`config.mk`:
```
export PLATFORM = sky130hd
export DESIGN_NAME = iws_midq
export DESIGN_NICKNAME = d
export VERILOG_FILES = /design/src/iws_pkg.sv /design/src/iws_midq.sv
export VERILOG_INCLUDE_DIRS = /design/src /design/src/src
export SDC_FILE = /design/constraint.sdc
export NUM_CORES = 1
export LEC_CHECK = 0
export BUFFER_PORTS_ARGS = -buffer_cell sky130_fd_sc_hd__clkbuf_2
export CORE_ASPECT_RATIO = 0.5
export CORE_MARGIN = 2
export CORE_UTILIZATION = 45
export DETAILED_ROUTE_END_ITERATION = 10
export PLACE_DENSITY = 0.67
export SLEW_MARGIN = 30
export SYNTH_ARGS = -nofsm -noshare
export SYNTH_HDL_FRONTEND = slang
export SYNTH_SLANG_ARGS = --single-unit
```
`constraint.sdc`:
```
create_clock -name clk -period 2.1 [get_ports clk]
set_input_delay 0.42 -clock clk [delete_from_list [all_inputs] [get_ports clk]]
set_output_delay 0.42 -clock clk [all_outputs]
set_load 0.1 [all_outputs]
```
`src/inflator_waveshaper_mix_top_defines.svh`:
```
// ----------------------------------------------------------------------------
// Assertion macros for the inflator waveshaper
// Shared property shorthands, sampled on the rising clock edge and disabled
// while the synchronous active-low reset is asserted.
// ----------------------------------------------------------------------------
`ifndef INFLATOR_WAVESHAPER_MIX_TOP_DEFINES_SVH
`define INFLATOR_WAVESHAPER_MIX_TOP_DEFINES_SVH

// Same-cycle implication: whenever ante holds, cons holds too.
`define IWS_ASSERT_NOW(lbl, ck, rstn, ante, cons, msg) \
  lbl: assert property (@(posedge ck) disable iff (!rstn) (ante) |-> (cons)) \
    else $error(msg);

// Next-cycle implication: whenever ante holds, cons holds in the next cycle.
`define IWS_ASSERT_NEXT(lbl, ck, rstn, ante, cons, msg) \
  lbl: assert property (@(posedge ck) disable iff (!rstn) (ante) |=> (cons)) \
    else $error(msg);

`endif

```
`src/iws_pkg.sv`:
```
// ----------------------------------------------------------------------------
// iws_pkg - shared definitions for the inflator waveshaper
// Widths, fixed-point constants, register indexes and the transaction types
// passed between the front end, the queues and the shaping back end.
// ----------------------------------------------------------------------------
`default_nettype none

package iws_pkg;

  // Sample format: signed, FRAC fraction bits.
  localparam int SAMPLE_BITS = 24;
  localparam int FRAC        = SAMPLE_BITS - 1;

  // Configuration field widths.
  localparam int GAIN_W     = 14;
  localparam int CURVE_W    = 11;
  localparam int MIXAMT_W   = 11;
  localparam int OGAIN_W    = 13;
  localparam int CFG_IDX_W  = 3;
  localparam int CFG_DATA_W = 14;

  // Register indexes.
  localparam logic [CFG_IDX_W-1:0] REG_INPUT_GAIN    = 3'd0;
  localparam logic [CFG_IDX_W-1:0] REG_CURVE_SHAPE   = 3'd1;
  localparam logic [CFG_IDX_W-1:0] REG_EFFECT_MIX    = 3'd2;
  localparam logic [CFG_IDX_W-1:0] REG_OUTPUT_GAIN   = 3'd3;
  localparam logic [CFG_IDX_W-1:0] REG_SHAPER_ENABLE = 3'd4;

  // Register reset values and limits.
  localparam logic [GAIN_W-1:0]   INPUT_GAIN_RST  = 14'd4096;
  localparam logic [CURVE_W-1:0]  CURVE_RST       = 11'd512;
  localparam logic [CURVE_W-1:0]  CURVE_MAX       = 11'd1024;
  localparam logic [MIXAMT_W-1:0] MIX_RST         = 11'd0;
  localparam logic [MIXAMT_W-1:0] MIX_FULL        = 11'd1024;
  localparam logic [OGAIN_W-1:0]  OGAIN_RST       = 13'd4096;
  localparam logic [OGAIN_W-1:0]  OGAIN_MAX       = 13'd4096;

  // Input gain arithmetic (Q2.12 gain).
  localparam int GAIN_FRAC = 12;
  localparam int GAIN_PW   = SAMPLE_BITS + GAIN_W + 1;

  // Clamped sample (+-2.0) and its magnitude.
  localparam int XW   = SAMPLE_BITS + 2;
  localparam int MAGW = SAMPLE_BITS + 1;

  // Curve coefficients: A, B, C in units of 2^-10 scaled by 4096, D in Q.22.
  localparam int KW        = 12;
  localparam int KDW       = 21;
  localparam int KEW       = 11;
  localparam int KA_BASE   = 1536;
  localparam int CURVE_MID = 512;
  localparam int KSCALE_SH = 12;
  localparam int COEF_SH   = 22;

  // Back end datapath widths.
  localparam int SQW   = 2 * SAMPLE_BITS;
  localparam int UPW   = 2 * SAMPLE_BITS + 1;
  localparam int PAW   = SAMPLE_BITS + KW;
  localparam int PBW   = SAMPLE_BITS + KW + 1;
  localparam int TW    = SAMPLE_BITS + 3;
  localparam int ACCW  = SAMPLE_BITS + 26;
  localparam int WETW  = ACCW - COEF_SH;
  localparam int MIXW  = WETW + MIXAMT_W + 2;
  localparam int PRODW = MIXW + OGAIN_W + 1;
  localparam int OUT_SH = 22;
  localparam int YW    = PRODW - OUT_SH;

  // Queues and pipeline.
  localparam int MQ_DEPTH    = 4;
  localparam int MQ_AW       = $clog2(MQ_DEPTH);
  localparam int MQ_CW       = $clog2(MQ_DEPTH + 1);
  localparam int OQ_DEPTH    = 16;
  localparam int OQ_AW       = $clog2(OQ_DEPTH);
  localparam int OQ_CW       = $clog2(OQ_DEPTH + 1);
  localparam int BACK_STAGES = 6;

  // Which segment of the curve a sample falls in.
  typedef enum logic [1:0] {
    BAND_QUART,
    BAND_UPPER,
    BAND_ZERO
  } band_t;

  typedef struct packed {
    logic [GAIN_W-1:0]   input_gain;
    logic [CURVE_W-1:0]  curve_shape;
    logic [MIXAMT_W-1:0] effect_mix;
    logic [OGAIN_W-1:0]  output_gain;
    logic                shaper_enable;
  } cfg_t;

  typedef struct packed {
    logic signed [XW-1:0] x;
    logic [MAGW-1:0]      mag;
    logic                 neg;
    band_t                band;
  } mid_item_t;

  typedef struct packed {
    logic signed [SAMPLE_BITS-1:0] sample;
    logic                          sat;
  } out_item_t;

endpackage

`default_nettype wire

```
`src/iws_midq.sv`:
```
// ----------------------------------------------------------------------------
// iws_midq - queue between front end and back end
// Short register queue holding classified samples so each side stalls alone.
// ----------------------------------------------------------------------------
`default_nettype none
`include "inflator_waveshaper_mix_top_defines.svh"

module iws_midq (
  input  logic               clk,
  input  logic               rst_n,
  input  logic               push,
  input  iws_pkg::mid_item_t item_in,
  input  logic               pop,
  output iws_pkg::mid_item_t item_out,
  output logic               empty
);

  iws_pkg::mid_item_t          mem_r [iws_pkg::MQ_DEPTH];
  logic [iws_pkg::MQ_AW-1:0]   wp_r, wp_nxt;
  logic [iws_pkg::MQ_AW-1:0]   rp_r, rp_nxt;
  logic [iws_pkg::MQ_CW-1:0]   cnt_r, cnt_nxt;

  assign empty    = (cnt_r == '0);
  assign item_out = mem_r[rp_r];

  always_comb begin
    wp_nxt  = push ? wp_r + iws_pkg::MQ_AW'(1) : wp_r;
    rp_nxt  = pop ? rp_r + iws_pkg::MQ_AW'(1) : rp_r;
    cnt_nxt = cnt_r + iws_pkg::MQ_CW'(push) - iws_pkg::MQ_CW'(pop);
  end

  always_ff @(posedge clk) begin
    if (!rst_n) begin
      wp_r  <= '0;
      rp_r  <= '0;
      cnt_r <= '0;
    end else begin
      wp_r  <= wp_nxt;
      rp_r  <= rp_nxt;
      cnt_r <= cnt_nxt;
    end
  end

  always_ff @(posedge clk) begin
    if (push) begin
      mem_r[wp_r] <= item_in;
    end
  end

  `IWS_ASSERT_NOW(a_mq_no_overflow, clk, rst_n, push, cnt_r < iws_pkg::MQ_CW'(iws_pkg::MQ_DEPTH), "mid queue overflow")
  `IWS_ASSERT_NOW(a_mq_no_underflow, clk, rst_n, pop, cnt_r != '0, "mid queue underflow")

endmodule

`default_nettype wire

```
==> summary.md <==
| Metric | Value |
|---|---|
| Layout cell share with drive strength beyond 1 | `0.474` |
| Worst Setup End Kind | `primary output` |
| Final nets | `537` |
| Commonest non-fill, non-tap cell in the layout | `edfxtp_1` |
| Clock share of power | `0.334` |
| Finished Core Util | `0.601` |
| Mapped Cells | `324` |
| Most used cell, CP | `buf_12` |
| DIE HEIGHT | `100 um` |
| IO Port Bufs | `112` |
| WL final | `15500 um` |
| Sw Share | `0.280` |
| Average wire per cell in the routed design | `21.4 um` |
| DP Area | `10100 um^2` |
| Internal | `8.63 mW` |
| Psw | `3.35 mW` |
| Initial antenna violation count | `0` |
| Drt via density | `5.21` |
| Core area | `18200 um^2` |
| Syn_area_per_cell | `25.6 um^2` |
| Max_slew headroom | `0.639` |
| Root Driver | `clkbuf_16` |
| CP max-delay cell | `mux4_2` |
| Tcrit/Tclk final | `1.10` |
| Clock Pin Slew Worst Setup and Hold Paths | `0.07 ns` |
| Number of remaining DRC errors | `0` |
| I/O pins | `113` |
| Clock sinks | `225` |
| Register share of total power | `0.436` |
| Hold Path Class | `in2reg` |
| Worst-path maximum fanout | `10` |
| Status | `finished with violations` |
| Overall Global Routing Usage | `0.165` |
| CTS tree | `yes` |
| Sequential share of the synthesized area | `0.804` |
| Routed vias | `3779` |
| # fillers | `1300` |
| Die width | `196 um` |
| Worst endpoint required time | `1.68 ns` |
| Largest net degree at the start of global routing | `35` |
| Critical path arrival | `1.90 ns` |
| Fin. Hold Viols | `0` |
| Failing checks | `setup timing` |
| Worst-path cell chain | `buf_12 -> buf_12 -> mux4_2 -> buf_12` |
| Most frequent cells in the layout | `216 x edfxtp_1, 67 x buf_12, 58 x clkbuf_2` |
| Initial core utilization | `0.455` |
| Peak supply drop | `0.000544 V` |
| Rows | `35` |
| Iteration-0 DRC Markers | `236` |
| Clk_skew | `0.00598 ns` |
| Syn_nets | `389` |
| Multi-input logic area | `1460 um^2` |
| Seq cells post-synth | `225` |
| Design Area, Final | `11000 um^2` |
| Worst-skew pair later-pin latency | `0.48 ns` |
| Max Cap Viol | `0` |
| Setup TNS | `-10.35 ns` |
| H-tree levels | `1` |
| P per Cell Area | `1090 nW/um^2` |
| Hpwl dp | `9180 um` |
| FF+latch area | `6670 um^2` |
| F_max | `432 MHz` |
| Final hold slack | `0.156 ns` |
| Final ANT Viol Nets | `0` |
| P&R area growth vs syn | `32.1%` |
| Final slew viol count | `0` |
| TritonCTS buffer count | `21` |
| DRT Pass-1 Iters | `4` |
| Gpl congestion | `0.687` |
| Setup violations, final | `54` |
| N_diodes | `0` |
| Vias in the first global route | `4012` |
| First-pass GRT wire length | `23800 um` |
| Post-synthesis cell area | `8300 um^2` |
| Clock Tree Buf Depth | `3` |
| RSZ-0062 raised after global routing | `true` |
| Setup ws final | `-0.217 ns` |
| Logic pwr share | `0.230` |
| Tmin final | `2.32 ns` |
| Post-synth cell types | `20` |
| Gr ovfl total | `0` |
| Die area | `19600 um^2` |
| Slew @ Worst Pin | `0.544 ns` |
| Ys Warns | `0` |
| CP Launch Type | `register` |
| Crit Path Category | `reg2out` |
| Leak | `3.79 nW` |
| CP peak stage delay | `0.55 ns` |
==> metrics by stage <==
step                setup WS [ns]  total power, mW  instances
finish                     -0.217             12.0        725
global route               -0.273             12.4        725
CTS                        -0.232             12.1        725
detailed placement          0.208             8.03        680
global placement            0.218             7.99        680
floorplan                   0.159             7.05        324
==> critical path: cells and delay by family, from the launching register on <==
kind,cells,cell delay [ns]
flip-flops,1,0.39
multiplexers,1,0.55
buffers and inverters,3,0.47
==> logic make-up after synthesis <==
logic type,after synthesis,share of synthesized area
AOI/OAI and AO/OA,2,0.00181
xor gates and xnor gates,3,0.00498
adders and majority gates,7,0.0115
DFF,225,0.804
buffers and inverters,19,0.0202
and+or+nand+nor,13,0.00830
muxes,55,0.150
==> flip-flops by register name, summed over array words and instances (netlist names), named ones only <==
signal  cells
cnt_r       3
mem_r     216
rp_r        2
wp_r        2
==> final timing paths <==
check,start,to,slack [ns],cells after the start
setup / recovery,register,item_out[34],-0.22,4
hold / removal,item_in[49],mem_r[2][49],0.16,1
setup reg to reg,cnt_r[0],cnt_r[2],0.51,7
hold reg to reg,rp_r[0],register,0.55,2
==> cell usage after synthesis <==
cell	instances	share of area
nand3b_1	1	0.00091
nor3_1	1	0.00060
a21bo_2	1	0.0012
mux4_1	4	0.013
xor3_1	1	0.0029
mux2i_1	1	0.0012
buf_12	5	0.012
buf_2	5	0.0030
mux4_2	50	0.14
edfxtp_1	216	0.78
dfxtp_1	9	0.022
xnor2_1	2	0.0021
ha_1	6	0.0090
and2_1	6	0.0045
fa_1	1	0.0024
inv_1	7	0.0032
a21oi_1	1	0.00060
buf_6	1	0.0014
nor2_1	5	0.0023
clkbuf_2	1	0.00060
==> cell type report <==
cell class                      count  area share
Clock inverter                     12      0.0170
Inverter                            7     0.00240
Multi-Input combinational cell     80       0.133
Timing Repair Buffer              137       0.162
Sequential cell                   225       0.609
Tap cell                          240      0.0274
Clock buffer                       24      0.0490
==> metal layers <==
metal | up-vias | global-route usage | share of wire
met5 | - | 0 | 0
met1 | 2009 | 0.224 | 0.44
li1 | 1672 | - | -
met3 | 21 | 0.0306 | 0.041
met2 | 77 | 0.285 | 0.51
met4 | 0 | 0.0367 | 0.014
==> power groups by stage <==
stage               clock network, mW  logic [mW]  registers, mW
global placement                    0        2.68           5.31
finish                           4.00        2.76           5.22
CTS                              4.07        2.79           5.22
detailed placement                  0        2.70           5.32
global route                     4.26        2.85           5.24
floorplan                           0        1.76           5.30
==> repair_timing <==
action | in CTS | in global routing
gates cloned | 3 | 0
buffers inserted | 6 | 1
resized for setup | 9 | 6
setup endpoints to repair | 54 | 54
hold endpoints to repair | 0 | 0
hold buffers | 0 | 0
No activity file was read; power rests on OpenSTA's default activity.
