===== src/inflator_waveshaper_mix_top_defines.svh =====
// ----------------------------------------------------------------------------
// Assertion macros for the inflator waveshaper
// Shared property shorthands, sampled on the rising clock edge and disabled
// while the synchronous active-low reset is asserted.
// ----------------------------------------------------------------------------
`ifndef INFLATOR_WAVESHAPER_MIX_TOP_DEFINES_SVH
`define INFLATOR_WAVESHAPER_MIX_TOP_DEFINES_SVH

// Same-cycle implication: whenever ante holds, cons holds too.
`define IWS_ASSERT_NOW(lbl, ck, rstn, ante, cons, msg) \
  lbl: assert property (@(posedge ck) disable iff (!rstn) (ante) |-> (cons)) \
    else $error(msg);

// Next-cycle implication: whenever ante holds, cons holds in the next cycle.
`define IWS_ASSERT_NEXT(lbl, ck, rstn, ante, cons, msg) \
  lbl: assert property (@(posedge ck) disable iff (!rstn) (ante) |=> (cons)) \
    else $error(msg);

`endif


===== src/iws_pkg.sv =====
// ----------------------------------------------------------------------------
// iws_pkg - shared definitions for the inflator waveshaper
// Widths, fixed-point constants, register indexes and the transaction types
// passed between the front end, the queues and the shaping back end.
// ----------------------------------------------------------------------------
`default_nettype none

package iws_pkg;

  // Sample format: signed, FRAC fraction bits.
  localparam int SAMPLE_BITS = 24;
  localparam int FRAC        = SAMPLE_BITS - 1;

  // Configuration field widths.
  localparam int GAIN_W     = 14;
  localparam int CURVE_W    = 11;
  localparam int MIXAMT_W   = 11;
  localparam int OGAIN_W    = 13;
  localparam int CFG_IDX_W  = 3;
  localparam int CFG_DATA_W = 14;

  // Register indexes.
  localparam logic [CFG_IDX_W-1:0] REG_INPUT_GAIN    = 3'd0;
  localparam logic [CFG_IDX_W-1:0] REG_CURVE_SHAPE   = 3'd1;
  localparam logic [CFG_IDX_W-1:0] REG_EFFECT_MIX    = 3'd2;
  localparam logic [CFG_IDX_W-1:0] REG_OUTPUT_GAIN   = 3'd3;
  localparam logic [CFG_IDX_W-1:0] REG_SHAPER_ENABLE = 3'd4;

  // Register reset values and limits.
  localparam logic [GAIN_W-1:0]   INPUT_GAIN_RST  = 14'd4096;
  localparam logic [CURVE_W-1:0]  CURVE_RST       = 11'd512;
  localparam logic [CURVE_W-1:0]  CURVE_MAX       = 11'd1024;
  localparam logic [MIXAMT_W-1:0] MIX_RST         = 11'd0;
  localparam logic [MIXAMT_W-1:0] MIX_FULL        = 11'd1024;
  localparam logic [OGAIN_W-1:0]  OGAIN_RST       = 13'd4096;
  localparam logic [OGAIN_W-1:0]  OGAIN_MAX       = 13'd4096;

  // Input gain arithmetic (Q2.12 gain).
  localparam int GAIN_FRAC = 12;
  localparam int GAIN_PW   = SAMPLE_BITS + GAIN_W + 1;

  // Clamped sample (+-2.0) and its magnitude.
  localparam int XW   = SAMPLE_BITS + 2;
  localparam int MAGW = SAMPLE_BITS + 1;

  // Curve coefficients: A, B, C in units of 2^-10 scaled by 4096, D in Q.22.
  localparam int KW        = 12;
  localparam int KDW       = 21;
  localparam int KEW       = 11;
  localparam int KA_BASE   = 1536;
  localparam int CURVE_MID = 512;
  localparam int KSCALE_SH = 12;
  localparam int COEF_SH   = 22;

  // Back end datapath widths.
  localparam int SQW   = 2 * SAMPLE_BITS;
  localparam int UPW   = 2 * SAMPLE_BITS + 1;
  localparam int PAW   = SAMPLE_BITS + KW;
  localparam int PBW   = SAMPLE_BITS + KW + 1;
  localparam int TW    = SAMPLE_BITS + 3;
  localparam int ACCW  = SAMPLE_BITS + 26;
  localparam int WETW  = ACCW - COEF_SH;
  localparam int MIXW  = WETW + MIXAMT_W + 2;
  localparam int PRODW = MIXW + OGAIN_W + 1;
  localparam int OUT_SH = 22;
  localparam int YW    = PRODW - OUT_SH;

  // Queues and pipeline.
  localparam int MQ_DEPTH    = 4;
  localparam int MQ_AW       = $clog2(MQ_DEPTH);
  localparam int MQ_CW       = $clog2(MQ_DEPTH + 1);
  localparam int OQ_DEPTH    = 16;
  localparam int OQ_AW       = $clog2(OQ_DEPTH);
  localparam int OQ_CW       = $clog2(OQ_DEPTH + 1);
  localparam int BACK_STAGES = 6;

  // Which segment of the curve a sample falls in.
  typedef enum logic [1:0] {
    BAND_QUART,
    BAND_UPPER,
    BAND_ZERO
  } band_t;

  typedef struct packed {
    logic [GAIN_W-1:0]   input_gain;
    logic [CURVE_W-1:0]  curve_shape;
    logic [MIXAMT_W-1:0] effect_mix;
    logic [OGAIN_W-1:0]  output_gain;
    logic                shaper_enable;
  } cfg_t;

  typedef struct packed {
    logic signed [XW-1:0] x;
    logic [MAGW-1:0]      mag;
    logic                 neg;
    band_t                band;
  } mid_item_t;

  typedef struct packed {
    logic signed [SAMPLE_BITS-1:0] sample;
    logic                          sat;
  } out_item_t;

endpackage

`default_nettype wire


===== src/iws_front.sv =====
// ----------------------------------------------------------------------------
// iws_front - input stage of the inflator waveshaper
// Takes samples, applies the input gain with rounding, clamps to +-2.0 and
// sorts each sample into its curve segment before queueing it.
// ----------------------------------------------------------------------------
`default_nettype none

module iws_front (
  input  logic                                  clk,
  input  logic                                  rst_n,
  input  logic                                  in_push,
  input  logic signed [iws_pkg::SAMPLE_BITS-1:0] in_sample,
  output logic                                  in_full,
  input  logic [iws_pkg::GAIN_W-1:0]            input_gain,
  input  logic                                  mq_pop,
  output logic                                  mq_push,
  output iws_pkg::mid_item_t                    mq_item
);

  logic                                  v0_r, v0_nxt;
  logic signed [iws_pkg::SAMPLE_BITS-1:0] s0_r;
  logic [iws_pkg::MQ_CW-1:0]             mocc_r, mocc_nxt;
  logic                                  accept;
  logic signed [iws_pkg::GAIN_PW-1:0]    prod;
  logic signed [iws_pkg::GAIN_PW-1:0]    scaled;
  logic signed [iws_pkg::GAIN_PW-1:0]    two_w;
  logic signed [iws_pkg::XW-1:0]         x_c;
  logic [iws_pkg::MAGW-1:0]              mag_c;

  // Credit count covers the input register plus the queue entries.
  assign in_full = (mocc_r >= iws_pkg::MQ_CW'(iws_pkg::MQ_DEPTH));
  assign accept  = in_push && !in_full;
  assign mq_push = v0_r;

  always_comb begin
    v0_nxt   = accept;
    mocc_nxt = mocc_r + iws_pkg::MQ_CW'(accept) - iws_pkg::MQ_CW'(mq_pop);

    two_w  = iws_pkg::GAIN_PW'(1) <<< iws_pkg::SAMPLE_BITS;
    prod   = iws_pkg::GAIN_PW'(s0_r) * iws_pkg::GAIN_PW'($signed({1'b0, input_gain}));
    scaled = (prod + (iws_pkg::GAIN_PW'(1) <<< (iws_pkg::GAIN_FRAC - 1)))
             >>> iws_pkg::GAIN_FRAC;

    // Clamp to +-2.0.
    if (scaled > two_w) begin
      x_c = iws_pkg::XW'(two_w);
    end else if (scaled < -two_w) begin
      x_c = iws_pkg::XW'(-two_w);
    end else begin
      x_c = iws_pkg::XW'(scaled);
    end

    mag_c = iws_pkg::MAGW'(x_c[iws_pkg::XW-1] ? -x_c : x_c);

    mq_item.x   = x_c;
    mq_item.mag = mag_c;
    mq_item.neg = x_c[iws_pkg::XW-1];
    if (mag_c >= (iws_pkg::MAGW'(1) << iws_pkg::SAMPLE_BITS)) begin
      mq_item.band = iws_pkg::BAND_ZERO;
    end else if (mag_c > (iws_pkg::MAGW'(1) << iws_pkg::FRAC)) begin
      mq_item.band = iws_pkg::BAND_UPPER;
    end else begin
      mq_item.band = iws_pkg::BAND_QUART;
    end
  end

  always_ff @(posedge clk) begin
    if (!rst_n) begin
      v0_r   <= 1'b0;
      mocc_r <= '0;
    end else begin
      v0_r   <= v0_nxt;
      mocc_r <= mocc_nxt;
    end
  end

  always_ff @(posedge clk) begin
    if (accept) begin
      s0_r <= in_sample;
    end
  end

endmodule

`default_nettype wire


===== config.mk =====
export PLATFORM = sky130hd
export DESIGN_NAME = iws_front
export DESIGN_NICKNAME = d
export VERILOG_FILES = /design/src/inflator_waveshaper_mix_top_defines.svh /design/src/iws_pkg.sv /design/src/iws_front.sv
export SDC_FILE = /design/constraint.sdc
export NUM_CORES = 1
export LEC_CHECK = 0
export ABC_AREA = 1
export BUFFER_PORTS_ARGS = -buffer_cell sky130_fd_sc_hd__buf_2
export CORE_MARGIN = 2
export CORE_UTILIZATION = 30
export DETAILED_ROUTE_END_ITERATION = 10
export HOLD_SLACK_MARGIN = 0.02
export MAX_ROUTING_LAYER = met4
export PLACE_DENSITY = 0.47
export SETUP_SLACK_MARGIN = 0.5
export SYNTH_ARGS = -nofsm -noshare
export SYNTH_HDL_FRONTEND = slang
export SYNTH_SLANG_ARGS = --single-unit

===== constraint.sdc =====
create_clock -name clk -period 12 [get_ports clk]
set_clock_uncertainty 0.15 [all_clocks]
set_input_delay 1.2 -clock clk [delete_from_list [all_inputs] [get_ports clk]]
set_output_delay 1.2 -clock clk [all_outputs]
set_load 0.05 [all_outputs]

==> reports/metrics.yaml, run 1 <==
cts:
  clkTransAtPathRegs_ns: 0.08
  cts-root-buf: "clkbuf_16"
  clockBufferDepth: 2
  insertion_delay_ns: 0.29
  clock-sinks: 28
  htree_levels: 1
  cts_hold_buf: 0
  cts_buffers: 3
  cts_tree: "yes"
job:
  cap_violations: 0
synth:
  synth_top_family_by_area: "adder cells"
  muxShareOfSynthArea_pct: 0
  yosysWarnings: 0
  synthAdderAreaFrac_pct: 50.5
  synth_compound_area_share_pct: 3.07
  synth_nets: 2631
  syn_avg_cell_area_um2: 7.22
  netlist-cell-type-count: 36
  synth_area_um2: 15500
  ys_seq_area_share_pct: 5.16
  synth_cells: 2151
  synth_seq_cells: 28
  yosys.area_share.simple_pct: 23.0
  synth_xor_area_share_pct: 1.02
layout:
  syn2layout_area_growth_pct: 8.07
  fin_util_pct: 32.8
  diodes: 0
  final_cell_mix: "641 x nand2_1, 626 x inv_1, 314 x fa_1"
  nFillCells: 5565
  final_nets: 2676
  layout-drive-gt1-share_pct: 6.79
  final_common_cell: "nand2_1"
setup_path:
  slowest_stage: "fa_2"
  crit_arrival_ns: 9.39
  worst_path_largest_cell_delay_ns: 0.62
  path_buf_inv: 8
  cpMostUsedCell: "nand2_1"
  crit_family: "adder cells"
  path_class: "primary input to output pin"
  required_ns: 10.65
  critPathLaunchType: "primary input"
  crit_fanout: 28
  end_kind: "output pin"
floorplan:
  die_width_um: 231
  core-area_um2: 51200
  rows: 83
  die_h_um: 231
  io_pins: 98
  start_util_pct: 30.3
  dieArea_um2: 53600
drt:
  first_pass_iters: 5
  viasPerCell: 4.44
  vias: 12800
  drcViolationCount: 0
  drt_iter0_markers: 571
  detail-route-antenna-nets: 0
  post_drt_wl_per_cell_um: 14.9
  drt-total-wl_um: 43000
place:
  dp_hpwl_um: 36200
  gp_congestion: 0.849
  port_buffers: 97
  dp_worst_setup_slack_ns: 0.832
min_path:
  worstHoldPathType: "flip-flop to flip-flop"
global_routing:
  grt_util_all_layers_pct: 17.5
  grt_antenna_before_repair: 0
  grt_max_degree: 40
  grt_pass1_vias: 14000
  grt_remaining_overflow: 0
  grt_first_pass_wirelength_um: 72500
timing:
  setup_ws_ns: 1.26
  setup_viol: 0
  tightestPinTransition_ns: 0.867
  finalCriticalPeriod_ns: 10.74
  slew_violations: 0
  slew_headroom_pct: 42.2
  max_freq_mhz: 93.1
  hold_ws_ns: 0.346
  rsz0062_at_grt: "false"
  final.period_utilization_pct: 89.5
  setup_tns_ns: 0
  hold_violations: 0
status:
  status: "finished clean"
[registers in the layout, indices dropped and copies added (netlist names)]
register	count
mocc_r	3
mq_push	1
s0_r	24
[metrics by stage]
| step | area, um^2 | cells |
|---|---|---|
| floorplan | 15500 | 2151 |
| global placement | 16600 | 2866 |
| detailed placement | 16600 | 2866 |
| CTS | 16700 | 2870 |
| global route | 16800 | 2875 |
| finish | 16800 | 2875 |
[synth_stat cells]
master    count  share of area, %
a31oi_1       2             0.081
inv_2         5              0.12
nand3_2       3              0.19
nor3_1        6              0.19
nand3_1      61               2.0
xor2_1       10              0.56
buf_2         4              0.13
nor2_4        3              0.22
o211ai_1      2             0.097
dfxtp_1       4              0.52
nand2_4       1             0.073
and3_1        1             0.040
ha_1        123               9.9
nand3b_1     10              0.48
nor2_2        4              0.16
nor4_1        2             0.081
buf_4         3              0.15
o21ai_1      12              0.39
o21bai_1      6              0.29
clkbuf_1     53               1.3
fa_1        315                41
a21oi_1      40               1.3
edfxtp_1     24               4.6
a21o_1        1             0.048
nand2_2      20              0.81
buf_6         4              0.29
nand4_1       9              0.36
xnor2_1       8              0.45
and2_1        3              0.12
nor2_1      117               2.8
nand2_1     641                16
a21boi_0      1             0.048
o21ai_0      24              0.77
o21ai_2       1             0.056
inv_4         1             0.040
inv_1       627                15
[repair_timing]
item,CTS,global route
endpoints found under the setup margin,0,4
buffers inserted,0,5
gates resized for setup,0,15
[metal layers]
layer  GRT usage [%]  part of all wire, %  up-vias
li1                -                    -     6207
met1            21.7                   44     6308
met2            31.8                   51      208
met3            1.50                  3.4       34
met4            2.10                  1.0        0
met5               -                    0        -
[cells by family (layout without fill, tap and decap cells)]
family	after synthesis	in the layout
and+or+nand+nor	881	881
buffers and inverters	697	741
adders and majority gates	438	438
AOI/OAI and AO/OA	89	89
DFF	28	28
xor gates and xnor gates	18	18
[final cells by class]
type | count | area [um^2] | area share, %
Clock buffer | 3 | 75.1 | 0.448
Clock inverter | 1 | 30.0 | 0.179
Sequential cell | 28 | 801 | 4.77
Timing Repair Buffer | 104 | 561 | 3.34
Multi-Input combinational cell | 1426 | 12100 | 72.0
Inverter | 633 | 2380 | 14.2
Tap cell | 680 | 851 | 5.07
[path summary, 6_finish.rpt]
kind,to,slack (ns),from,cells past startpoint
max,mq_item[0],1.26,input_gain[0],42
min,mocc_r[2],0.35,mocc_r[1],1
max reg2reg,mocc_r[2],9.59,mocc_r[2],11
min reg2reg,mocc_r[2],0.35,mocc_r[1],1
Power of run 1 is left out: the tool's default activity adds up to more than one toggle a clock period on the data nets, which glitch-free logic cannot reach.
==> run 2, diff against run 1 <==
Settings changed: BUFFER_PORTS_ARGS -buffer_cell sky130_fd_sc_hd__buf_2 to -buffer_cell sky130_fd_sc_hd__buf_4.
==> reports/metrics.yaml, run 2 (same netlist as run 1, synthesis figures left out) <==
floorplan:
  die_width_um: 231
  die_h_um: 231
  start_util_pct: 30.3
  dieArea_um2: 53600
  rows: 83
  core-area_um2: 51200
  io_pins: 98
timing:
  slew_headroom_pct: 43.8
  slew_violations: 0
  max_freq_mhz: 92.7
  setup_tns_ns: 0
  setup_viol: 0
  finalCriticalPeriod_ns: 10.79
  rsz0062_at_grt: "false"
  hold_ws_ns: 0.357
  hold_violations: 0
  tightestPinTransition_ns: 0.843
  final.period_utilization_pct: 89.9
cts:
  clockBufferDepth: 2
  cts_buffers: 3
  cts-root-buf: "clkbuf_16"
  insertion_delay_ns: 0.28
  clock-sinks: 28
  cts_tree: "yes"
  htree_levels: 1
  clkTransAtPathRegs_ns: 0.08
layout:
  largest_reg_flops: 24
  final_area_um2: 17000
  syn2layout_area_growth_pct: 9.30
  layout-drive-gt1-share_pct: 6.62
  diodes: 0
  fin_util_pct: 33.1
  final_common_cell: "nand2_1"
  final_nets: 2672
  regMostFlops: "s0_r"
  final_cell_mix: "641 x nand2_1, 626 x inv_1, 314 x fa_1"
global_routing:
  grt_util_all_layers_pct: 17.6
  grt_pass1_vias: 14100
  grt_remaining_overflow: 0
  grt_max_degree: 40
  grt_first_pass_wirelength_um: 72900
  grt_antenna_before_repair: 0
drt:
  vias: 12800
  viasPerCell: 4.47
  first_pass_iters: 5
  drt-total-wl_um: 43100
  detail-route-antenna-nets: 0
  drcViolationCount: 0
  drt_iter0_markers: 623
  post_drt_wl_per_cell_um: 15.0
place:
  postPlaceCellArea_um2: 16800
  port_buffers: 97
  dp_hpwl_um: 36200
  gp_congestion: 0.874
status:
  status: "finished clean"
min_path:
  worstHoldPathType: "flip-flop to flip-flop"
setup_path:
  critPathLaunchType: "primary input"
  slowest_stage: "fa_1"
  crit_arrival_ns: 9.44
  end_kind: "output pin"
  required_ns: 10.65
  path_class: "primary input to output pin"
  crit_fanout: 28
  cpMostUsedCell: "nand2_1"
  worst_path_largest_cell_delay_ns: 0.65
job:
  cap_violations: 0
-- run 2: worst max-delay path: cells and delay by family --
kind,cells,cell delay [ns]
fa+ha+maj,8,3.84
buf+inv,9,1.10
simple gates,24,3.26
-- run 2: what timing repair did --
action	in CTS	in global routing
resized for setup	0	4
hold buffers	0	0
endpoints found under the setup margin	0	1
buffers inserted	0	0
-- run 2: final timing paths --
path                                    start         end  slack, ns  depth (start not counted)
worst min register to register      mocc_r[1]   mocc_r[2]       0.36                          1
worst min-delay path                mocc_r[1]   mocc_r[2]       0.36                          1
worst max-delay path            input_gain[1]  mq_item[0]       1.21                         41
worst max register to register      mocc_r[2]   mocc_r[2]       9.57                         11
-- run 2: area by class of cell --
class,instances,area (um^2)
timing repair buffer,100,751
fill,5623,34200
multi-input combinational,1426,12100
sequential,28,801
clock buffer,3,75.1
clock inverter,1,30.0
inverter,633,2380
tap,680,851
-- run 2: metrics by stage --
step	setup slack, ns	instances
3_3_place_gp	1.19	2867
6_report	1.21	2871
3_5_place_dp	1.05	2867
2_1_floorplan	0.894	2151
4_1_cts	1.02	2871
5_1_grt	0.523	2871
-- run 2: metal layers --
metal  vias up  GRT usage (%)  share of wire [%]
met3        26           1.57                3.5
met2       214           31.8                 51
met4         0           1.96                1.0
met1      6391           21.9                 44
met5         -              -                  0
li1       6205              -                  -
Power of run 2 is left out for the same reason.
==> run 3, diff against run 2 <==
Settings changed: CELL_PAD_IN_SITES_DETAIL_PLACEMENT set to 0, CELL_PAD_IN_SITES_GLOBAL_PLACEMENT set to 2, PLACE_DENSITY 0.47 to 0.72, SKIP_CTS_REPAIR_TIMING set to 1.
==> reports/metrics.yaml, run 3 (same netlist as run 1, synthesis figures left out) <==
layout:
  regMostFlops: "s0_r"
  final_area_um2: 17000
  final_cell_mix: "641 x nand2_1, 626 x inv_1, 313 x fa_1"
  layout-drive-gt1-share_pct: 6.75
  final_nets: 2673
  nFillCells: 5598
  diodes: 0
  largest_reg_flops: 24
  final_common_cell: "nand2_1"
  syn2layout_area_growth_pct: 9.52
place:
  dp_worst_setup_slack_ns: 0.720
  gp_congestion: 0.854
  port_buffers: 97
  dp_hpwl_um: 37500
  postPlaceCellArea_um2: 16800
global_routing:
  grt_util_all_layers_pct: 18.1
  grt_pass1_vias: 13900
  grt_antenna_before_repair: 0
  grt_first_pass_wirelength_um: 74400
  grt_remaining_overflow: 0
  grt_max_degree: 40
cts:
  cts_tree: "yes"
  cts-root-buf: "clkbuf_16"
  htree_levels: 1
  clkTransAtPathRegs_ns: 0.08
  insertion_delay_ns: 0.29
  cts_buffers: 3
  clockBufferDepth: 2
  clock-sinks: 28
drt:
  post_drt_wl_per_cell_um: 15.4
  first_pass_iters: 5
  vias: 12600
  drt_iter0_markers: 498
  drt-total-wl_um: 44300
  drcViolationCount: 0
  detail-route-antenna-nets: 0
  viasPerCell: 4.39
job:
  cap_violations: 0
setup_path:
  cpMostUsedCell: "nand2_1"
  path_buf_inv: 9
  path_class: "primary input to output pin"
  worst_path_largest_cell_delay_ns: 0.65
  required_ns: 10.65
  crit_arrival_ns: 9.49
  crit_family: "adder cells"
  critPathLaunchType: "primary input"
  slowest_stage: "fa_2"
  crit_fanout: 28
  end_kind: "output pin"
timing:
  setup_tns_ns: 0
  finalCriticalPeriod_ns: 10.84
  setup_ws_ns: 1.16
  setup_viol: 0
  tightestPinTransition_ns: 0.832
  hold_ws_ns: 0.350
  max_freq_mhz: 92.2
  rsz0062_at_grt: "false"
  hold_violations: 0
  final.period_utilization_pct: 90.4
  slew_headroom_pct: 44.5
  slew_violations: 0
floorplan:
  die_width_um: 231
  dieArea_um2: 53600
  start_util_pct: 30.3
  rows: 83
  io_pins: 98
  die_h_um: 231
  core-area_um2: 51200
min_path:
  worstHoldPathType: "flip-flop to flip-flop"
status:
  status: "finished clean"
run 3: worst paths after layout:
check / endpoint / startpoint / slack, ns / cells after the start
setup / recovery: mq_item[0] / input_gain[1] / 1.16 / 41
hold / removal: mocc_r[2] / mocc_r[1] / 0.35 / 1
setup reg to reg: mocc_r[2] / mocc_r[2] / 9.56 / 11
hold reg to reg: mocc_r[2] / mocc_r[1] / 0.35 / 1
run 3: layer usage:
metal,up-vias,track usage (%),share of wire [%]
met5,-,-,0
met4,0,1.65,0.66
met3,18,1.75,2.7
met2,150,32.3,51
met1,6251,22.9,46
li1,6201,-,-
run 3: worst reg2reg max path, delay by kind of cell (launching register included):
kind                       cells  cell delay [ns]
DFF                            1             0.35
adders and majority gates      3             0.79
and+or+nand+nor                1             0.10
AOI/OAI and AO/OA              2             0.20
buffers and inverters          4             0.59
xor gates and xnor gates       1             0.16
run 3: per-stage QoR:
step | util (%) | instances
after global routing | 33.2 | 2872
final | 33.2 | 2872
after CTS | 33.1 | 2870
after global placement | 32.9 | 2866
after floorplan | - | 2151
after detailed placement | 32.9 | 2866
run 3: final cells by class:
| cell class | instances | area, um^2 | share of cell area (%) |
|---|---|---|---|
| clock buffers | 3 | 75.1 | 0.442 |
| clock inverters | 1 | 30.0 | 0.177 |
| inverters | 633 | 2380 | 14.0 |
| multi-input cells | 1426 | 12100 | 71.1 |
| flip-flops and latches | 28 | 801 | 4.71 |
| well taps | 680 | 851 | 5.01 |
| repair buffers | 101 | 781 | 4.59 |
Power of run 3 is left out for the same reason.
