==> config.mk <==
export PLATFORM = sky130hd
export DESIGN_NAME = iws_outq
export DESIGN_NICKNAME = d
export VERILOG_FILES = /design/src/iws_pkg.sv /design/src/iws_outq.sv
export VERILOG_INCLUDE_DIRS = /design/src /design/src/src
export SDC_FILE = /design/constraint.sdc
export NUM_CORES = 1
export LEC_CHECK = 0
export ABC_AREA = 1
export BUFFER_PORTS_ARGS = -buffer_cell sky130_fd_sc_hd__buf_2
export CORE_MARGIN = 1.5
export CORE_UTILIZATION = 45
export CTS_CLUSTER_SIZE = 10
export DETAILED_ROUTE_END_ITERATION = 12
export PLACE_DENSITY = 0.72
export SLEW_MARGIN = 20
export SYNTH_ARGS = -nofsm -noshare
export SYNTH_HDL_FRONTEND = slang
export SYNTH_SLANG_ARGS = --single-unit
==> constraint.sdc <==
create_clock -name clk -period 3.4 [get_ports clk]
set_input_delay 0.17 -clock clk [delete_from_list [all_inputs] [get_ports clk]]
set_output_delay 0.17 -clock clk [all_outputs]
set_load 0.03 [all_outputs]
==> src/inflator_waveshaper_mix_top_defines.svh <==
// ----------------------------------------------------------------------------
// Assertion macros for the inflator waveshaper
// Shared property shorthands, sampled on the rising clock edge and disabled
// while the synchronous active-low reset is asserted.
// ----------------------------------------------------------------------------
`ifndef INFLATOR_WAVESHAPER_MIX_TOP_DEFINES_SVH
`define INFLATOR_WAVESHAPER_MIX_TOP_DEFINES_SVH

// Same-cycle implication: whenever ante holds, cons holds too.
`define IWS_ASSERT_NOW(lbl, ck, rstn, ante, cons, msg) \
  lbl: assert property (@(posedge ck) disable iff (!rstn) (ante) |-> (cons)) \
    else $error(msg);

// Next-cycle implication: whenever ante holds, cons holds in the next cycle.
`define IWS_ASSERT_NEXT(lbl, ck, rstn, ante, cons, msg) \
  lbl: assert property (@(posedge ck) disable iff (!rstn) (ante) |=> (cons)) \
    else $error(msg);

`endif

==> src/iws_pkg.sv <==
// ----------------------------------------------------------------------------
// iws_pkg - shared definitions for the inflator waveshaper
// Widths, fixed-point constants, register indexes and the transaction types
// passed between the front end, the queues and the shaping back end.
// ----------------------------------------------------------------------------
`default_nettype none

package iws_pkg;

  // Sample format: signed, FRAC fraction bits.
  localparam int SAMPLE_BITS = 24;
  localparam int FRAC        = SAMPLE_BITS - 1;

  // Configuration field widths.
  localparam int GAIN_W     = 14;
  localparam int CURVE_W    = 11;
  localparam int MIXAMT_W   = 11;
  localparam int OGAIN_W    = 13;
  localparam int CFG_IDX_W  = 3;
  localparam int CFG_DATA_W = 14;

  // Register indexes.
  localparam logic [CFG_IDX_W-1:0] REG_INPUT_GAIN    = 3'd0;
  localparam logic [CFG_IDX_W-1:0] REG_CURVE_SHAPE   = 3'd1;
  localparam logic [CFG_IDX_W-1:0] REG_EFFECT_MIX    = 3'd2;
  localparam logic [CFG_IDX_W-1:0] REG_OUTPUT_GAIN   = 3'd3;
  localparam logic [CFG_IDX_W-1:0] REG_SHAPER_ENABLE = 3'd4;

  // Register reset values and limits.
  localparam logic [GAIN_W-1:0]   INPUT_GAIN_RST  = 14'd4096;
  localparam logic [CURVE_W-1:0]  CURVE_RST       = 11'd512;
  localparam logic [CURVE_W-1:0]  CURVE_MAX       = 11'd1024;
  localparam logic [MIXAMT_W-1:0] MIX_RST         = 11'd0;
  localparam logic [MIXAMT_W-1:0] MIX_FULL        = 11'd1024;
  localparam logic [OGAIN_W-1:0]  OGAIN_RST       = 13'd4096;
  localparam logic [OGAIN_W-1:0]  OGAIN_MAX       = 13'd4096;

  // Input gain arithmetic (Q2.12 gain).
  localparam int GAIN_FRAC = 12;
  localparam int GAIN_PW   = SAMPLE_BITS + GAIN_W + 1;

  // Clamped sample (+-2.0) and its magnitude.
  localparam int XW   = SAMPLE_BITS + 2;
  localparam int MAGW = SAMPLE_BITS + 1;

  // Curve coefficients: A, B, C in units of 2^-10 scaled by 4096, D in Q.22.
  localparam int KW        = 12;
  localparam int KDW       = 21;
  localparam int KEW       = 11;
  localparam int KA_BASE   = 1536;
  localparam int CURVE_MID = 512;
  localparam int KSCALE_SH = 12;
  localparam int COEF_SH   = 22;

  // Back end datapath widths.
  localparam int SQW   = 2 * SAMPLE_BITS;
  localparam int UPW   = 2 * SAMPLE_BITS + 1;
  localparam int PAW   = SAMPLE_BITS + KW;
  localparam int PBW   = SAMPLE_BITS + KW + 1;
  localparam int TW    = SAMPLE_BITS + 3;
  localparam int ACCW  = SAMPLE_BITS + 26;
  localparam int WETW  = ACCW - COEF_SH;
  localparam int MIXW  = WETW + MIXAMT_W + 2;
  localparam int PRODW = MIXW + OGAIN_W + 1;
  localparam int OUT_SH = 22;
  localparam int YW    = PRODW - OUT_SH;

  // Queues and pipeline.
  localparam int MQ_DEPTH    = 4;
  localparam int MQ_AW       = $clog2(MQ_DEPTH);
  localparam int MQ_CW       = $clog2(MQ_DEPTH + 1);
  localparam int OQ_DEPTH    = 16;
  localparam int OQ_AW       = $clog2(OQ_DEPTH);
  localparam int OQ_CW       = $clog2(OQ_DEPTH + 1);
  localparam int BACK_STAGES = 6;

  // Which segment of the curve a sample falls in.
  typedef enum logic [1:0] {
    BAND_QUART,
    BAND_UPPER,
    BAND_ZERO
  } band_t;

  typedef struct packed {
    logic [GAIN_W-1:0]   input_gain;
    logic [CURVE_W-1:0]  curve_shape;
    logic [MIXAMT_W-1:0] effect_mix;
    logic [OGAIN_W-1:0]  output_gain;
    logic                shaper_enable;
  } cfg_t;

  typedef struct packed {
    logic signed [XW-1:0] x;
    logic [MAGW-1:0]      mag;
    logic                 neg;
    band_t                band;
  } mid_item_t;

  typedef struct packed {
    logic signed [SAMPLE_BITS-1:0] sample;
    logic                          sat;
  } out_item_t;

endpackage

`default_nettype wire

==> src/iws_outq.sv <==
// ----------------------------------------------------------------------------
// iws_outq - result queue of the inflator waveshaper
// Holds finished samples until the receiver pops them.
// ----------------------------------------------------------------------------
`default_nettype none
`include "inflator_waveshaper_mix_top_defines.svh"

module iws_outq (
  input  logic               clk,
  input  logic               rst_n,
  input  logic               push,
  input  iws_pkg::out_item_t item_in,
  input  logic               pop,
  output iws_pkg::out_item_t item_out,
  output logic               empty
);

  iws_pkg::out_item_t          mem_r [iws_pkg::OQ_DEPTH];
  logic [iws_pkg::OQ_AW-1:0]   wp_r, wp_nxt;
  logic [iws_pkg::OQ_AW-1:0]   rp_r, rp_nxt;
  logic [iws_pkg::OQ_CW-1:0]   cnt_r, cnt_nxt;

  assign empty    = (cnt_r == '0);
  assign item_out = mem_r[rp_r];

  always_comb begin
    wp_nxt  = push ? wp_r + iws_pkg::OQ_AW'(1) : wp_r;
    rp_nxt  = pop ? rp_r + iws_pkg::OQ_AW'(1) : rp_r;
    cnt_nxt = cnt_r + iws_pkg::OQ_CW'(push) - iws_pkg::OQ_CW'(pop);
  end

  always_ff @(posedge clk) begin
    if (!rst_n) begin
      wp_r  <= '0;
      rp_r  <= '0;
      cnt_r <= '0;
    end else begin
      wp_r  <= wp_nxt;
      rp_r  <= rp_nxt;
      cnt_r <= cnt_nxt;
    end
  end

  always_ff @(posedge clk) begin
    if (push) begin
      mem_r[wp_r] <= item_in;
    end
  end

  `IWS_ASSERT_NOW(a_oq_no_overflow, clk, rst_n, push, cnt_r < iws_pkg::OQ_CW'(iws_pkg::OQ_DEPTH), "result queue overflow")
  `IWS_ASSERT_NEXT(a_oq_drain, clk, rst_n, pop && !push, cnt_r == $past(cnt_r) - iws_pkg::OQ_CW'(1), "result queue count did not drop")

endmodule

`default_nettype wire

==> out/metrics.yaml, run 1 <==
run_status:
  status: "finished clean"
yosys:
  ys_top_cells_by_count: "nand2_1, edfxtp_1, inv_1"
  ys_seq_area_share_pct: 67.91
  synth-seq-cells: 417
  yosys.area_share.xor_xnor_pct: 0.1445
  yosysTopAreaCell: "edfxtp_1"
  synth.most_common_cell: "nand2_1"
  netlist_instances: 1725
  synth_flop_cell: "edfxtp_1"
  synthDistinctLibCells: 21
  synthSimpleGateAreaFrac_pct: 20.24
  netlist_area_mm2: 0.01819
  ys_top_cells_by_area: "edfxtp_1, nand2_1, nand3_1"
  synthesis.nets: 1766
  synth_warnings: 0
  synth_fa_ha_area_share_pct: 0.8668
  synth-async-reset-ratio_pct: 0
  synth_compound_area_share_pct: 0.3440
  synth.mux.area_fraction_pct: 0
  netlist.area_leader.share_pct: 66.04
  synth_top_family_by_area: "simple AND/OR/NAND/NOR gates"
  synth_edf_count: 400
  syn_area_per_cell_um2: 10.54
power:
  total_leakage_power_nw: 8.503
  ir_drop_v: 0.0003293
  powerDensity_mw_per_mm2: 559.2
  power.total_w: 0.01126
timing:
  clock_skew_ns: 0.01874
  slew_violations: 0
  setup_slack_ns: 0.7043
  fin_crit_sh_pct: 79.28
  setup_tns_ns: 0
  slew_headroom_pct: 27.21
  tightest_slew_ns: 1.089
  fin_crit_ns: 2.696
  setup_viol: 0
  fmax_mhz: 371.0
  final_hold_viol_count: 0
  rsz0062_at_grt: "no"
floorplanning:
  num_rows: 73
  die_h_um: 204.0
  die_width_um: 204.0
  boundaryPins: 55
  die-area_mm2: 0.04163
  initial_core_util_pct: 45.67
  core_mm2: 0.03982
clock_tree:
  cts_buffers: 48
  clk_path_buf_depth: 3
  path_clk_slew_ns: 0.06
  worstSkewPairLatency_ns: 0.55
  cts.sinks: 417
  clockRootBuffer: "clkbuf_16"
  h-tree-depth: 2
  cts_tree: "built"
flow_run:
  maxCapViolations: 0
critical_path:
  startpoint_type: "flop"
  cp.required_ns: 3.23
  cp.arrival_ns: 2.53
  reg2reg_to: "mem_r[11][15]$_DFFE_PP_"
  reg2regPathDepth: 3
  path_class: "reg -> out"
  critPathMaxFanout: 72
  r2r_start: "wp_r[0]$_SDFFE_PN0P_"
  end_kind: "output pin"
  r2r_slack_ns: 1.23
final_layout:
  fin_nets: 1815
  finalNonFillerCells: 2317
  nFillCells: 3438
  areaGrowthSynthToFinish_pct: 10.75
  diodes: 0
  drive_gt1_share_pct: 8.259
min_path:
  hold_path_end: "mem_r[15][13]$_DFFE_PP_"
  min_from: "item_in[13]"
  hp-class: "in -> reg"
  min_path_cells: 1
grt:
  grt_start_max_net_pins: 85
  globalRoute.totalOverflow: 0
  grt.total_usage_pct: 19.43
  grt_pass1_wl_um: 62200
  grt_pass1_vias: 11520
  antenna_found_initial: 0
place:
  dp.cells: 2240
  hpwlAfterDp_um: 21140
  place_congestion: 0.7756
  port-buffer-count: 54
  place_ws_ns: 1.248
detailed_routing:
  routedWlPerCell_um: 17.20
  vias_per_cell: 5.059
  antenna_left: 0
  dr_total_vias: 11720
  drcViolationCount: 0
  drt_iter0_markers: 941
  first_pass_iters: 7
  drt_wl_total_um: 39850
==> layout make-up <==
class                           instances  area (um2)  area share (%)
Inverter                              320        1207           5.995
Tap cell                              525       656.9           3.261
Timing Repair Buffer                   82       540.5           2.684
Clock inverter                          3       42.54          0.2112
Sequential cell                       417       12360           61.37
Clock buffer                           65        1286           6.386
Multi-Input combinational cell        905        4048           20.10
==> cells by family after synthesis <==
kind of cell,Yosys count
DFF,417
buffers and inverters,403
AOI/OAI and AO/OA,12
xor gates and xnor gates,3
and+or+nand+nor,878
adders and majority gates,12
==> routing by layer <==
metal	vias up	routed length (um)	track usage, %
li1	5650	-	-
met1	5566	16760	24.99
met2	411	18960	32.13
met5	-	0	0
met3	94	2785	3.763
met4	0	1349	8.430
==> layout by cell type, fill, tap and decap left out, types with 16 or more instances in the layout <==
cell,count
inv_1,316
buf_2,54
edfxtp_1,400
buf_4,16
clkbuf_1,16
nor2_4,16
nand3_1,302
nand2_1,543
clkbuf_16,49
==> per-stage QoR <==
step                      cell area, um2  utilization, %  hold WS (ns)
final                              20140           50.58       0.01727
after global routing               20140           50.58       0.01477
after CTS                          20140           50.58      0.002288
after detailed placement           18720           47.02        0.4710
after global placement             18720           47.02        0.4611
after floorplan                    18190               -        0.2659
==> how the worst max path moves through the flow <==
stage	to	cells after the start
2_1_floorplan	mem_r[15][0]$_DFFE_PP_	3
3_3_place_gp	mem_r[7][20]$_DFFE_PP_	3
3_5_place_dp	mem_r[11][14]$_DFFE_PP_	3
4_1_cts	item_out[8]	8
5_1_grt	item_out[23]	9
6_report	item_out[8]	8
==> what timing repair did <==
item / CTS / global route
setup endpoints to repair: 0 / 0
resized for setup: 0 / 0
hold buffers: 9 / 0
buffers inserted: 0 / 0
endpoints found under the hold margin: 89 / 0
==> power by group <==
part / switching (W) / leakage (nW) / total, W / internal (W)
logic: 0.000719 / 4.11 / 0.00101 / 0.000292
registers: 0.0000352 / 3.75 / 0.00575 / 0.00571
clock network: 0.00184 / 0.641 / 0.00450 / 0.00267
total: 0.00259 / 8.50 / 0.0113 / 0.00867
==> sequential cells by signal (all words and copies together), names as in the netlist, named ones only <==
register and flops:
cnt_r 5, mem_r 400, rp_r 4, wp_r 4
==> worst max-delay path, cell delays in order (launching register included) <==
cell,delay [ns]
dfxtp_4,0.36
inv_6,0.45
buf_12,0.33
nand2_1,0.08
nand3_1,0.10
nand3_1,0.10
nand3_1,0.19
nand2_1,0.11
buf_2,0.19
Power figures use the tool's default switching activity.
==> inputs of run 2 (changes only) <==
Settings changed: PLACE_DENSITY 0.72 to 0.74.
Clock period 3.4 ns to 2.2 ns, I/O delays scaled along.
==> out/metrics.yaml, run 2 (same netlist as run 1, synthesis figures left out) <==
run_status:
  status: "finished, violations left"
  violations: "setup timing"
timing:
  slew_headroom_pct: 67.32  # +40 points
  slew_violations: 0  # unchanged
  fin_crit_ns: 2.239
  setup_slack_ns: -0.03860  # -0.7429 ns
  setup_viol: 2  # +2
  rsz0062_at_grt: "yes"
  final_hold_viol_count: 0  # unchanged
  fmax_mhz: 446.7
  clock_skew_ns: 0.01258  # -0.006157 ns
  fin_crit_sh_pct: 101.8
  tightest_slew_ns: 0.4902  # -0.5991 ns
floorplanning:
  die_h_um: 204.0  # unchanged
  initial_core_util_pct: 45.67  # unchanged
  die-area_mm2: 0.04163  # unchanged
  boundaryPins: 55  # unchanged
  die_width_um: 204.0  # unchanged
  num_rows: 73  # unchanged
  core_mm2: 0.03982  # unchanged
power:
  total_leakage_power_nw: 9.221  # +8.5%
  ir_drop_v: 0.0005753  # +75%
  power.total_w: 0.01809  # +61%
  powerDensity_mw_per_mm2: 836.3  # +50%
detailed_routing:
  highest_layer: "met4"
  routed-wl-met3_um: 4419  # +59%
  drt_iter0_markers: 1462  # +55%
  antenna_left: 0  # unchanged
  first_pass_iters: 7  # unchanged
  met1_length_um: 17640  # +5.3%
  drt_wl_total_um: 47130  # +18%
  met2_length_um: 23490  # +24%
  routedWlPerCell_um: 19.55  # +14%
  dr_total_vias: 12640  # +7.9%
  vias_per_cell: 5.243  # +3.7%
  drcViolationCount: 0  # unchanged
final_layout:
  final_common_cell: "nand2_1"
  layout_common_cells: "nand2_1, edfxtp_1, inv_1, nand3_1, clkbuf_16"
  largest_reg_flops: 400  # unchanged
  reg_top3: "mem_r: 400 flops, cnt_r: 5 flops"
  fin_nets: 1899  # +4.6%
  largest-register: "mem_r"
  drive_gt1_share_pct: 13.05  # +4.8 points
  areaGrowthSynthToFinish_pct: 18.92
clock_tree:
  clk_path_buf_depth: 3  # unchanged
  path_clk_slew_ns: 0.06  # about the same
  h-tree-depth: 2  # unchanged
  clockRootBuffer: "clkbuf_16"
  cts_buffers: 48  # unchanged
  cts.sinks: 417  # unchanged
  cts_tree: "built"
  worstSkewPairLatency_ns: 0.56  # about the same
grt:
  grt.total_usage_pct: 21.63  # +2.2 points
  globalRoute.totalOverflow: 0  # unchanged
  grt_pass1_vias: 12470  # +8.3%
  grt_start_max_net_pins: 51  # -40%
  antenna_found_initial: 1  # +1
  grt_pass1_wl_um: 68520  # +10%
critical_path:
  critPathMaxFanout: 12  # -83%
  slowest_stage: "dfxtp_4"
  end_kind: "output pin"
  startpoint_type: "flop"
  cp_cell_sequence: "buf_12 > inv_12 > buf_12 > nand2_1 > nand2_1 > nand2_1 > nand3_1 > nand3_1 > nand2_1 > clkbuf_4"
  path_class: "reg -> out"
  max_stage_delay_ns: 0.37  # -0.08 ns
  path_common_cell: "nand2_1"
  cp.arrival_ns: 2.13  # -0.40 ns
  path_delay_family: "buffers and inverters"
  worst-path-buf-inv: 4  # +1
  cp.required_ns: 2.09  # -1.14 ns
flow_run:
  maxCapViolations: 0  # unchanged
place:
  hpwlAfterDp_um: 23880  # +13%
  place_ws_ns: 0.3197  # -0.9279 ns
  place_congestion: 0.8126  # +4.8%
  port-buffer-count: 54  # unchanged
min_path:
  hp-class: "in -> reg"
-- run 2: worst reg2reg max path: cells and delay by family (launching register included) --
kind                     cells  cell delay, ns
flip-flops                   1            0.46
AND/OR/NAND/NOR              2            0.45
buffers and inverters        1            0.43
adder cells (fa/ha/maj)      1            0.19
-- run 2: area by class of cell --
cell class / instances / area (um2)
repair inverters: 4 / 47.55
diodes: 1 / 2.502
well taps: 525 / 656.9
fillers: 3228 / 18200
flip-flops and latches: 417 / 12360
clock inverters: 5 / 55.05
repair buffers: 162 / 1770
clock buffers: 72 / 1313
inverters: 320 / 1240
multi-input cells: 905 / 4183
-- run 2: routing by layer --
metal	up-vias	global-route usage, %
met5	-	0
met4	0	9.900
met3	114	4.225
met2	694	37.21
met1	5987	26.30
li1	5847	-
-- run 2: worst paths after layout --
path / startpoint / cells past startpoint / slack, ns / end
setup reg to reg: wp_r[0]$_SDFFE_PN0P_ / 4 / 0.31 / mem_r[1][15]$_DFFE_PP_
setup / recovery: flop / 10 / -0.04 / item_out[12]
hold / removal: rst_n / 4 / 0.38 / cnt_r[0]$_SDFF_PN0_
hold reg to reg: rp_r[2]$_SDFFE_PN0P_ / 2 / 0.51 / rp_r[2]$_SDFFE_PN0P_
-- run 2: stage by stage --
step                cell area [um2]  hold slack [ns]  cells   TNS, ns  util [%]
finish                        21630           0.3761   2411  -0.05685     54.31
global route                  21630           0.4178   2411   -0.4686     54.31
CTS                           21060           0.3652   2390   -0.2878     52.89
detailed placement            19070           0.4135   2274         0     47.88
global placement              19070           0.4004   2274         0     47.88
floorplan                     18190           0.2059   1725         0         -
-- run 2: what timing repair did --
action | in CTS | in global routing
setup buffers | 5 | 9
hold buffers | 28 | 0
endpoints found under the setup margin | 25 | 25
hold endpoints to repair | 414 | 0
resized for setup | 25 | 96
gates cloned | 6 | 11
pin swaps | 1 | 11
-- run 2: power by group --
| group | internal [W] | switching [W] |
|---|---|---|
| Sequential | 0.00882 | 0.0000513 |
| Clock | 0.00419 | 0.00297 |
| Combinational | 0.000751 | 0.00130 |
| Total | 0.0138 | 0.00433 |
==> inputs of run 3 (changes only) <==
Clock period 2.2 ns to 1.8 ns, I/O delays scaled along.
==> out/metrics.yaml, run 3 (same netlist as run 1, synthesis figures left out) <==
detailed_routing:
  drt_iter0_markers: 1455  # -0.48%
  first_pass_iters: 6  # -1
  routedWlPerCell_um: 19.96  # +2.1%
  drcViolationCount: 0  # unchanged
  antenna_left: 0  # unchanged
  vias_per_cell: 5.342  # +1.9%
  dr_total_vias: 12920  # +2.2%
  drt_wl_total_um: 48270  # +2.4%
clock_tree:
  path_clk_slew_ns: 0.06  # about the same
  worstSkewPairLatency_ns: 0.57  # about the same
  clockRootBuffer: "clkbuf_16"
  h-tree-depth: 2  # unchanged
  cts_buffers: 47  # -2.1%
  cts_tree: "built"
  cts.sinks: 417  # unchanged
  clk_path_buf_depth: 3  # unchanged
timing:
  clock_skew_ns: 0.02885  # +0.01627 ns
  setup_slack_ns: -0.3391  # -0.3005 ns
  rsz0062_at_grt: "yes"
  slew_violations: 0  # unchanged
  whs_ns: 0.4152  # +0.03903 ns
  slew_headroom_pct: 69.49  # +2.2 points
  fmax_mhz: 467.5
  setup_tns_ns: -6.905  # -6.849 ns
  fin_crit_ns: 2.139
  setup_viol: 25  # +23
  tightest_slew_ns: 0.4565  # -0.03374 ns
  final_hold_viol_count: 0  # unchanged
  fin_crit_sh_pct: 118.8
final_layout:
  reg_top3: "mem_r: 400 flops, cnt_r: 5 flops"
  finalNonFillerCells: 2418  # +0.29%
  stdcell_area_mm2: 0.02296  # +6.2%
  largest-register: "mem_r"
  regArea_mm2: 0.01236  # unchanged
  multi_input_area_mm2: 0.004836  # +16%
  largest_reg_flops: 400  # unchanged
  diodes: 0  # -1
  areaGrowthSynthToFinish_pct: 26.27
  drive_gt1_share_pct: 21.50  # +8.4 points
  fin_util_pct: 57.67  # +3.4 points
  layout_common_cells: "nand2_1, edfxtp_1, inv_1, nand3_1, nand3_2"
  final_common_cell: "nand2_1"
  fin_nets: 1915  # +0.84%
  nFillCells: 2977  # -7.8%
critical_path:
  slowest_stage: "dfxtp_4"
  reg2reg_to: "cnt_r[4]$_SDFF_PN0_"
  end_kind: "output pin"
  endpoint: "item_out[22]"
  reg2regPathDepth: 11  # +7
  path_class: "reg -> out"
  critPathMaxFanout: 6  # -6
  cp_cell_sequence: "buf_12 > buf_12 > clkinv_16 > buf_12 > nand2_1 > nand3_2 > nand3_2 > nand3_2 > nand2_2 > buf_6"
  startpoint_type: "flop"
  r2r_slack_ns: 0.07  # -0.24 ns
  max_stage_delay_ns: 0.38  # about the same
  r2r_start: "cnt_r[0]$_SDFF_PN0_"
  cp.required_ns: 1.71  # -0.38 ns
  cp.arrival_ns: 2.05  # -0.08 ns
power:
  total_leakage_power_nw: 9.709  # +5.3%
  ir_drop_v: 0.0006873  # +19%
  powerDensity_mw_per_mm2: 961.9  # +15%
floorplanning:
  initial_core_util_pct: 45.67  # unchanged
  die_width_um: 204.0  # unchanged
  core_mm2: 0.03982  # unchanged
  die_h_um: 204.0  # unchanged
  die-area_mm2: 0.04163  # unchanged
  num_rows: 73  # unchanged
  boundaryPins: 55  # unchanged
place:
  post_dp_cell_area_mm2: 0.01944  # +2.0%
  place_congestion: 0.7873  # -3.1%
  port-buffer-count: 54  # unchanged
  hpwlAfterDp_um: 23340  # -2.3%
  dp.cells: 2279  # +0.22%
run_status:
  status: "finished, violations left"
  violations: "setup timing"
min_path:
  min_from: "rst_n"
  hp-class: "in -> reg"
grt:
  grt_pass1_wl_um: 68640  # +0.17%
  grt.total_usage_pct: 21.63  # about the same
  grt_pass1_vias: 12630  # +1.3%
  grt_start_max_net_pins: 57  # +12%
  antenna_found_initial: 0  # -1
  globalRoute.totalOverflow: 0  # unchanged
flow_run:
  maxCapViolations: 0  # unchanged
run 3: repair_timing:
action | 4_1_cts | 5_1_grt
endpoints found under the setup margin | 26 | 26
gates cloned | 10 | 23
endpoints found under the hold margin | 412 | 0
resized for setup | 133 | 155
pin swaps | 39 | 62
setup buffers | 9 | 6
hold buffers | 28 | 0
run 3: metal layers:
layer | global-route usage, % | part of all wire [%]
met1 | 26.64 | 36
met2 | 37.32 | 50
met5 | 0 | 0
met4 | 10.22 | 4.4
met3 | 3.396 | 8.8
run 3: worst min-delay path by stage:
stage          slack, ns                   to  depth (start not counted)
3_3_place_gp        0.41  cnt_r[1]$_SDFF_PN0_                          3
2_1_floorplan       0.19                 flop                          1
6_report            0.42  cnt_r[1]$_SDFF_PN0_                          4
4_1_cts             0.40  cnt_r[1]$_SDFF_PN0_                          4
5_1_grt             0.44  cnt_r[1]$_SDFF_PN0_                          4
3_5_place_dp        0.42  cnt_r[0]$_SDFF_PN0_                          3
run 3: power by group:
part	switching, W	leakage (nW)	total [W]	internal [W]
clock network	0.00349	0.624	0.00832	0.00483
logic	0.00174	5.33	0.00292	0.00118
registers	0.0000619	3.75	0.0108	0.0108
total	0.00530	9.71	0.0221	0.0168
run 3: cell type report:
cell class,instances,share of cell area (%)
inverter,320,5.350
clock inverter,2,0.1090
clock buffer,66,5.525
timing repair buffer,180,11.02
sequential,417,53.82
tap,525,2.860
multi-input combinational,905,21.06
timing repair inverter,3,0.2506
run 3: critical path, delay by kind of cell, from the launching register on:
family	cells	cell delay, ns
buffers and inverters	5	0.63
and+or+nand+nor	5	0.49
DFF	1	0.38
run 3: metrics by stage:
stage          setup WS (ns)  power [W]
5_1_grt              -0.3867    0.02277
3_5_place_dp        -0.03133    0.01307
3_3_place_gp        -0.06114    0.01301
2_1_floorplan        -0.3564    0.01245
6_report             -0.3391    0.02209
4_1_cts              -0.3224    0.02168
